**src/hw/rtl/sst_pkg.sv**
```systemverilog
// ----------------------------------------------------------------------------
// Sprite sequence timer package
// Shared field widths, command and register codes, reset values, and the
// status struct of the serial divider.
// ----------------------------------------------------------------------------
package sst_pkg;

  // Field widths fixed by the interface
  localparam int CMD_W         = 2;
  localparam int TIME_W        = 32;
  localparam int FRAME_IDX_W   = 12;
  localparam int FRAME_COUNT_W = 13;
  localparam int CFG_IDX_W     = 2;
  localparam int CFG_DATA_W    = 32;

  // Command codes
  localparam logic [CMD_W-1:0] CMD_STAMP   = 2'd0;
  localparam logic [CMD_W-1:0] CMD_DELTA   = 2'd1;
  localparam logic [CMD_W-1:0] CMD_RESTART = 2'd2;
  localparam logic [CMD_W-1:0] CMD_LAST    = 2'd3;

  // Configuration register indexes
  localparam logic [CFG_IDX_W-1:0] CFG_FRAME_COUNT  = 2'd0;
  localparam logic [CFG_IDX_W-1:0] CFG_FRAME_PERIOD = 2'd1;
  localparam logic [CFG_IDX_W-1:0] CFG_LOOP_ENABLE  = 2'd2;

  // Register reset values
  localparam logic [FRAME_COUNT_W-1:0] FRAME_COUNT_RST  = 13'd1;
  localparam logic [TIME_W-1:0]        FRAME_PERIOD_RST = 32'd33333;
  localparam logic                     LOOP_ENABLE_RST  = 1'b1;

  // Serial divider status
  typedef struct packed {
    logic busy;
    logic done;
  } div_stat_t;

endpackage

```
**src/hw/rtl/sst_divider.sv**
```systemverilog
// ----------------------------------------------------------------------------
// Serial restoring divider
// One quotient bit per cycle: once the last bit is in, done pulses and the
// quotient and remainder hold until the next start.
// ----------------------------------------------------------------------------
module sst_divider #(
  parameter int DVD_W = 34,
  parameter int DIV_W = 32
) (
  input  logic                  clk,
  input  logic                  rst,
  input  logic                  start,
  input  logic [DVD_W-1:0]      dividend,
  input  logic [DIV_W-1:0]      divisor,
  output sst_pkg::div_stat_t    stat,
  output logic [DVD_W-1:0]      quotient,
  output logic [DIV_W-1:0]      remainder
);

  localparam int CNT_W = $clog2(DVD_W + 1);

  logic [DVD_W-1:0] dq;       // dividend bits out at the top, quotient bits in
  logic [DIV_W-1:0] rem;
  logic [DIV_W-1:0] dvs;
  logic [CNT_W-1:0] count;
  logic             busy;
  logic             done;

  logic [DIV_W:0]   trial;
  logic [DIV_W:0]   diff;
  logic             qbit;

  // One compare-subtract step
  always_comb begin
    trial = {rem, dq[DVD_W-1]};
    diff  = trial - {1'b0, dvs};
    qbit  = (trial >= {1'b0, dvs});
  end

  // Control
  always_ff @(posedge clk) begin
    if (rst) begin
      busy  <= 1'b0;
      done  <= 1'b0;
      count <= '0;
    end else begin
      done <= 1'b0;
      if (start) begin
        busy  <= 1'b1;
        count <= CNT_W'(DVD_W);
      end else if (busy) begin
        count <= count - 1'b1;
        if (count == CNT_W'(1)) begin
          busy <= 1'b0;
          done <= 1'b1;
        end
      end
    end
  end

  // Datapath
  always_ff @(posedge clk) begin
    if (start) begin
      dq  <= dividend;
      rem <= '0;
      dvs <= divisor;
    end else if (busy) begin
      dq  <= {dq[DVD_W-2:0], qbit};
      rem <= qbit ? diff[DIV_W-1:0] : trial[DIV_W-1:0];
    end
  end

  assign stat.busy = busy;
  assign stat.done = done;
  assign quotient  = dq;
  assign remainder = rem;

endmodule

```
**src/hw/rtl/sprite_sequence_frame_timer.sv**
```systemverilog
// ----------------------------------------------------------------------------
// Sprite sequence frame timer
// Turns time stamps and deltas into an animation frame index with wrap or
// clamp at the end of the sequence.
// ----------------------------------------------------------------------------
// Sequence: restart, jump and stopped deltas go straight to ST_WB; a delta that
//   stays within the period passes ST_ADD and ST_CMP, an advancing one (step or
//   clamp) also ST_DIV1 and ST_ADV, and one that wraps ST_DIV2 before ST_WB.
// Throughput: one command at a time; the shared bit-serial divider runs once
//   for the frame step and the accumulator remainder, once more for a wrap.
// Reset: synchronous; frame 0, times 0, advancing 1, count 1, period 33333, loop on.
module sprite_sequence_frame_timer #(
  parameter int MAX_FRAMES = 4096,
  parameter int TIME_BITS  = 32
) (
  input  logic                                clk,
  input  logic                                rst,
  // command channel
  input  logic                                cmd_valid,
  output logic                                cmd_stall,
  input  logic [sst_pkg::CMD_W-1:0]           cmd,
  input  logic [sst_pkg::TIME_W-1:0]          time_value,
  // result channel
  output logic                                res_valid,
  input  logic                                res_stall,
  output logic [sst_pkg::FRAME_IDX_W-1:0]     frame_index,
  output logic                                is_last,
  output logic                                running,
  // configuration write channel
  input  logic                                cfg_valid,
  output logic                                cfg_ready,
  input  logic [sst_pkg::CFG_IDX_W-1:0]       cfg_index,
  input  logic [sst_pkg::CFG_DATA_W-1:0]      cfg_data
);

  localparam int TB     = TIME_BITS;
  localparam int SUM_W  = TB + 1;
  localparam int T_W    = TB + 2;
  localparam int FB     = $clog2(MAX_FRAMES);
  localparam int CNT_W  = $clog2(MAX_FRAMES + 1);
  localparam int DIV_W  = (TB > CNT_W) ? TB : CNT_W;
  localparam int CMP_W  = ((CNT_W > sst_pkg::FRAME_COUNT_W) ? CNT_W
                                                            : sst_pkg::FRAME_COUNT_W) + 1;
  localparam bit SAT_ON = (TB >= 64);

  localparam logic [2:0] ST_IDLE = 3'd0;
  localparam logic [2:0] ST_ADD  = 3'd1;
  localparam logic [2:0] ST_CMP  = 3'd2;
  localparam logic [2:0] ST_DIV1 = 3'd3;
  localparam logic [2:0] ST_ADV  = 3'd4;
  localparam logic [2:0] ST_DIV2 = 3'd5;
  localparam logic [2:0] ST_WB   = 3'd6;

  // Configuration registers
  logic [sst_pkg::FRAME_COUNT_W-1:0] frame_count;
  logic [sst_pkg::TIME_W-1:0]        frame_period;
  logic                              loop_enable;

  // Timer state
  logic [FB-1:0]    idx;
  logic [TB-1:0]    acc;
  logic [TB-1:0]    prev_time;
  logic             advancing;

  // Work registers
  logic [2:0]       state;
  logic [TB-1:0]    delta;
  logic [SUM_W-1:0] sum;
  logic [T_W-1:0]   target;

  // Derived values
  logic [TB-1:0]    tv;
  logic [TB-1:0]    per;
  logic [CNT_W-1:0] cnt;
  logic [CMP_W-1:0] fc_w;
  logic [SUM_W-1:0] sum_full;
  logic [SUM_W-1:0] sum_next;
  logic             cmd_accept;
  logic             res_free;

  // Divider hookup
  logic                  div_start;
  logic [T_W-1:0]        div_dividend;
  logic [DIV_W-1:0]      div_divisor;
  sst_pkg::div_stat_t    div_stat;
  logic [T_W-1:0]        div_quot;
  logic [DIV_W-1:0]      div_rem;

  assign cfg_ready  = 1'b1;
  assign cmd_stall  = (state != ST_IDLE);
  assign cmd_accept = cmd_valid && !cmd_stall;
  assign res_free   = !res_valid || !res_stall;

  // Effective period and frame count
  always_comb begin
    tv   = TB'(time_value);
    per  = TB'(frame_period);
    if (per == '0) begin
      per = TB'(1);
    end
    fc_w = CMP_W'(frame_count);
    if (fc_w == '0) begin
      cnt = CNT_W'(1);
    end else if (fc_w > CMP_W'(MAX_FRAMES)) begin
      cnt = CNT_W'(MAX_FRAMES);
    end else begin
      cnt = fc_w[CNT_W-1:0];
    end
  end

  // Accumulator sum, saturating only at full 64-bit time
  always_comb begin
    sum_full = {1'b0, acc} + {1'b0, delta};
    sum_next = sum_full;
    if (SAT_ON && sum_full[SUM_W-1]) begin
      sum_next = {1'b0, {TB{1'b1}}};
    end
  end

  // Divider operand select: first pass sum / period, second pass target % count
  always_comb begin
    div_start    = 1'b0;
    div_dividend = T_W'(sum);
    div_divisor  = DIV_W'(per);
    if (state == ST_CMP) begin
      div_start = (sum > SUM_W'(per));
    end else if (state == ST_ADV) begin
      div_start    = (target >= T_W'(cnt)) && loop_enable;
      div_dividend = target;
      div_divisor  = DIV_W'(cnt);
    end
  end

  sst_divider #(
    .DVD_W (T_W),
    .DIV_W (DIV_W)
  ) u_div (
    .clk       (clk),
    .rst       (rst),
    .start     (div_start),
    .dividend  (div_dividend),
    .divisor   (div_divisor),
    .stat      (div_stat),
    .quotient  (div_quot),
    .remainder (div_rem)
  );

  // Configuration writes
  always_ff @(posedge clk) begin
    if (rst) begin
      frame_count  <= sst_pkg::FRAME_COUNT_RST;
      frame_period <= sst_pkg::FRAME_PERIOD_RST;
      loop_enable  <= sst_pkg::LOOP_ENABLE_RST;
    end else if (cfg_valid && cfg_ready) begin
      case (cfg_index)
        sst_pkg::CFG_FRAME_COUNT:  frame_count  <= cfg_data[sst_pkg::FRAME_COUNT_W-1:0];
        sst_pkg::CFG_FRAME_PERIOD: frame_period <= cfg_data;
        sst_pkg::CFG_LOOP_ENABLE:  loop_enable  <= cfg_data[0];
        default: ;
      endcase
    end
  end

  // Command sequencer and timer state
  always_ff @(posedge clk) begin
    if (rst) begin
      state     <= ST_IDLE;
      idx       <= '0;
      acc       <= '0;
      prev_time <= '0;
      advancing <= 1'b1;
    end else begin
      case (state)
        ST_IDLE: begin
          if (cmd_accept) begin
            case (cmd)
              sst_pkg::CMD_STAMP: begin
                delta     <= tv - prev_time;
                prev_time <= tv;
                state     <= advancing ? ST_ADD : ST_WB;
              end
              sst_pkg::CMD_DELTA: begin
                delta <= tv;
                state <= advancing ? ST_ADD : ST_WB;
              end
              sst_pkg::CMD_RESTART: begin
                idx       <= '0;
                acc       <= '0;
                advancing <= 1'b1;
                state     <= ST_WB;
              end
              default: begin
                idx   <= FB'(cnt - 1'b1);
                state <= ST_WB;
              end
            endcase
          end
        end
        ST_ADD: begin
          sum   <= sum_next;
          state <= ST_CMP;
        end
        ST_CMP: begin
          // no step unless the sum strictly exceeds one period
          if (div_start) begin
            state <= ST_DIV1;
          end else begin
            acc   <= TB'(sum);
            state <= ST_WB;
          end
        end
        ST_DIV1: begin
          if (div_stat.done) begin
            acc    <= TB'(div_rem);
            target <= T_W'(idx) + div_quot;
            state  <= ST_ADV;
          end
        end
        ST_ADV: begin
          if (target < T_W'(cnt)) begin
            idx   <= FB'(target);
            state <= ST_WB;
          end else if (loop_enable) begin
            state <= ST_DIV2;
          end else begin
            idx       <= FB'(cnt - 1'b1);
            advancing <= 1'b0;
            state     <= ST_WB;
          end
        end
        ST_DIV2: begin
          if (div_stat.done) begin
            idx   <= FB'(div_rem);
            state <= ST_WB;
          end
        end
        ST_WB: begin
          if (res_free) begin
            state <= ST_IDLE;
          end
        end
        default: state <= ST_IDLE;
      endcase
    end
  end

  // Result register
  always_ff @(posedge clk) begin
    if (rst) begin
      res_valid <= 1'b0;
    end else if (state == ST_WB && res_free) begin
      res_valid <= 1'b1;
    end else if (!res_stall) begin
      res_valid <= 1'b0;
    end
  end

  always_ff @(posedge clk) begin
    if (state == ST_WB && res_free) begin
      frame_index <= sst_pkg::FRAME_IDX_W'(idx);
      is_last     <= (CNT_W'(idx) >= cnt - 1'b1);
      running     <= advancing;
    end
  end

  // Checks
  a_div_start_idle: assert property (@(posedge clk) disable iff (rst)
    div_start |-> !div_stat.busy)
    else $error("divider started while busy");

  a_div_done_state: assert property (@(posedge clk) disable iff (rst)
    div_stat.done |-> (state == ST_DIV1 || state == ST_DIV2))
    else $error("divider finished outside a divide state");

  a_accept_leaves_idle: assert property (@(posedge clk) disable iff (rst)
    cmd_accept |=> state != ST_IDLE)
    else $error("accepted command did not start");

  a_stopped_holds: assert property (@(posedge clk) disable iff (rst)
    (cmd_accept && !advancing && (cmd == sst_pkg::CMD_DELTA || cmd == sst_pkg::CMD_STAMP))
    |=> (idx == $past(idx) && acc == $past(acc)))
    else $error("stopped timer moved on a delta");

  a_idx_range: assert property (@(posedge clk) disable iff (rst)
    (CNT_W'(idx) < CNT_W'(MAX_FRAMES)))
    else $error("frame index out of range");

endmodule
```
**config.mk**
```make
export PLATFORM = sky130hd
export DESIGN_NAME = sprite_sequence_frame_timer
export DESIGN_NICKNAME = d
export VERILOG_FILES = /design/src/hw/rtl/sst_pkg.sv /design/src/hw/rtl/sst_divider.sv /design/src/hw/rtl/sprite_sequence_frame_timer.sv
export SDC_FILE = /design/constraint.sdc
export NUM_CORES = 1
export LEC_CHECK = 0
export BUFFER_PORTS_ARGS = -buffer_cell sky130_fd_sc_hd__buf_2
export CAP_MARGIN = 20
export CORE_MARGIN = 3
export CORE_UTILIZATION = 40
export CTS_CLUSTER_DIAMETER = 50
export DETAILED_ROUTE_END_ITERATION = 8
export GPL_ROUTABILITY_DRIVEN = 0
export PLACE_DENSITY = 0.58
export SYNTH_ARGS = -nofsm -noshare
export SYNTH_HDL_FRONTEND = slang
export SYNTH_SLANG_ARGS = --single-unit
```
**constraint.sdc**
```tcl
create_clock -name clk -period 5.8 [get_ports clk]
set_input_delay 1.16 -clock clk [delete_from_list [all_inputs] [get_ports clk]]
set_output_delay 1.16 -clock clk [all_outputs]
set_load 0.005 [all_outputs]
```
==> run_results.csv <==
group,metric,value,unit
sta,finalWorstSetupSlack,1.274,ns
synthesis,synth_most_common_cell,"nand2_1",
drt,wl_per_cell,17.73,um
worst_setup_path,worst_setup_path_start_kind,"register",
min_path,hold_path.class,"reg2reg",
clocking,clk_latency,0.58,ns
worst_setup_path,critPathMaxFanout,34,
clocking,cts_htree_levels,2,
worst_setup_path,cp_data_arrival_time,4.73,ns
worst_setup_path,end_kind,"register",
synthesis,ys.flop_type,"edfxtp_1",
drt,drc,0,
drt,drt_pre_antenna_iters,6,
global_routing,grt_max_degree,76,
sta,maxSlewViolCount,0,
synthesis,synth.ff_latch_count,346,
floorplanning,die_x,235.7,um
synthesis,synth_nets,2655,
flow_run,drv_cap,0,
worst_setup_path,cpLargestDelayFamily,"compound AO/OA/AOI/OAI gates",
layout,num_antenna_cells,0,
clocking,ctsResizeCount,0,
drt,drtAntennaViolNets,0,
synthesis,synth_top_area_cell,"edfxtp_1",
placement,dp_hpwl,42.16,mm
power,peakVddDrop,0.0002404,V
outcome,status,"finished clean",
sta,finClkSkew,0.01972,ns
worst_setup_path,slowest_stage,"or2_2",
floorplanning,dieArea,55560,um2
sta,rsz0062_at_grt,"no",
synthesis,netlist_area,21110,um2
floorplanning,io_pins,90,
sta,fmax,220.9,MHz
placement,io_buffers,88,
clocking,clkSlewWorstSetupHoldPaths,0.05,ns
synthesis,ys_seq_area_frac,0.4131,
synthesis,yosys_warnings,0,
clocking,cts_sinks,346,
global_routing,antenna_found_initial,0,
sta,period_share,0.7804,
clocking,cts_hold_buf,0,
clocking,cts_tree,"built",
synthesis,yosysTopAreaCellShare,0.2547,
layout,multiInputGateArea,11460,um2
floorplanning,rows,83,
sta,finalSetupViolations,0,
clocking,post_cts_buffers,0,
layout,final.fill_count,5025,
global_routing,grt_pass1_wl,89.66,mm
power,power_density,523.9,nW/um2
clocking,clk_path_buf_depth,3,
sta,period_minus_slack,4.526,ns
sta,relSlewSlack,0.3328,
synthesis,syn_inst,2411,
power,p_leak,9.300,nW
layout,syn_to_final_growth,13.29,%
worst_setup_path,path_buf_inv,1,
worst_setup_path,required,6.00,ns
synthesis,synth.area.top_cells,"edfxtp_1 (25%), dfxtp_1 (16%), ha_1 (9.9%)",
sta,hold_viol_final,0,
synthesis,synth_edf_count,179,
layout,fin_nets,2714,
floorplanning,die_h,235.7,um
floorplanning,initial_core_util,0.4081,
worst_setup_path,path_class,"reg2reg",
synthesis,synth-async-reset-ratio,0,
drt,vias_per_cell,5.446,
global_routing,grt_overflow,0,
worst_setup_path,path_cells,"nor3_1 > nand2_1 > nor3_1 > o21ai_0 > inv_1 > ha_1 > nor2b_1 > o21a_1 > o21a_1 > o21ai_0 > nand2b_1 > a31o_2 > a31oi_1 > o22ai_4 > or2_2",
clocking,cts_made_buffers,50,
layout,register_area,8720,um2
drt,vias,17380,
worst_setup_path,cpPeakStageDelay,0.67,ns
global_routing,first_global_vias,16520,
clocking,root_buffer,"clkbuf_16",
drt,drt_wl_total,56.58,mm
layout,drive_gt1_frac,0.1020,
drt,drt_iter0_markers,1275,
global_routing,grt.total_usage,0.1979,
power,fin_total_pwr,0.01253,W
synthesis,synth.avg_cell_area,8.754,um2
placement,dp_slack,1.180,ns
floorplanning,core,51720,um2
sta,tns,0,ns
synthesis,ys_top_cells_by_count,"nand2_1 (355), nor2_1 (274), a21oi_1 (227)",
synthesis,synth_cell_types,80,
sta,worst_pin_slew,0.9987,ns
-- registers in the layout (all words and copies together), names as in the netlist, 13 cells and up --
register	count
sum	33
frame_count	13
u_div.quotient	34
u_div.remainder	32
target	34
prev_time	32
delta	32
acc	32
frame_period	32
u_div.dvs	32
-- tightest hold or removal path, cell delays in order (launching register included) --
cell	delay, ns
dfxtp_1	0.30
nand2_1	0.05
a21oi_1	0.05
-- final timing paths --
path              cells after the start            endpoint  slack (ns)      startpoint
hold / removal                        2       prev_time[24]        0.45   prev_time[24]
hold reg to reg                       2       prev_time[24]        0.45   prev_time[24]
setup / recovery                     15  u_div.quotient[30]        1.27  frame_count[2]
setup reg to reg                     15  u_div.quotient[30]        1.27  frame_count[2]
-- where the power goes --
part	switching, W	internal [W]
Combinational	0.00322	0.00214
Sequential	0.000590	0.00348
Clock	0.00118	0.00191
-- cell type report --
class | count | share of cell area
repair buffers | 112 | 0.02658
flip-flops and latches | 346 | 0.3647
clock inverters | 32 | 0.01408
well taps | 680 | 0.03558
clock buffers | 61 | 0.05709
multi-input cells | 1815 | 0.4793
inverters | 145 | 0.02276
-- kinds of logic (layout without fill, tap and decap cells) --
| family | Yosys count | in the layout | share of synthesized area |
|---|---|---|---|
| simple gates | 857 | 857 | 0.1803 |
| compound gates | 662 | 662 | 0.2049 |
| flops | 346 | 346 | 0.4131 |
| buf+inv | 250 | 350 | 0.04636 |
| fa+ha+maj | 171 | 171 | 0.1028 |
| xor+xnor | 111 | 111 | 0.04606 |
| mux | 13 | 13 | 0.006284 |
| other cells | 1 | 1 | 0.0001777 |
-- metal layers --
metal | up-vias | track usage | wire length (um)
met5 | - | 0 | 0
met4 | 0 | 0.06785 | 1774
met3 | 101 | 0.02296 | 2832
met2 | 419 | 0.3120 | 25140
met1 | 8137 | 0.2817 | 26830
li1 | 8720 | - | -
-- layout by cell type, fill, tap and decap left out, types with 6 or more instances in the layout --
master,count
nand3b_1,9
mux2i_1,11
nor2_1,270
o31ai_1,8
clkinv_2,11
and3_1,16
a211oi_1,59
a21oi_1,227
a21o_1,65
nor4_1,18
a22oi_1,34
nor3_1,33
a211oi_2,26
nand4_1,22
inv_1,145
o21bai_1,8
nand2b_1,28
buf_4,24
nand3_1,26
o21a_1,19
ha_1,167
edfxtp_1,179
xnor2_1,72
nand2_1,355
o21ai_0,98
nor2b_1,27
or2_2,8
a21boi_0,12
and2_1,6
dfxtp_1,166
a31oi_1,47
clkbuf_1,6
clkbuf_16,52
xor2_1,39
buf_2,87
-- stage by stage --
| step | hold WS [ns] | instances | instance area [um2] | utilization |
|---|---|---|---|---|
| 6_report | 0.4517 | 3191 | 23910 | 0.4624 |
| 3_5_place_dp | 0.4463 | 3098 | 22210 | 0.4295 |
| 4_1_cts | 0.4537 | 3191 | 23910 | 0.4624 |
| 2_1_floorplan | 0.4224 | 2411 | 21110 | - |
| 3_3_place_gp | 0.4425 | 3098 | 22210 | 0.4295 |
| 5_1_grt | 0.4694 | 3191 | 23910 | 0.4624 |
Note: power is estimated with default switching activity, not from simulation.
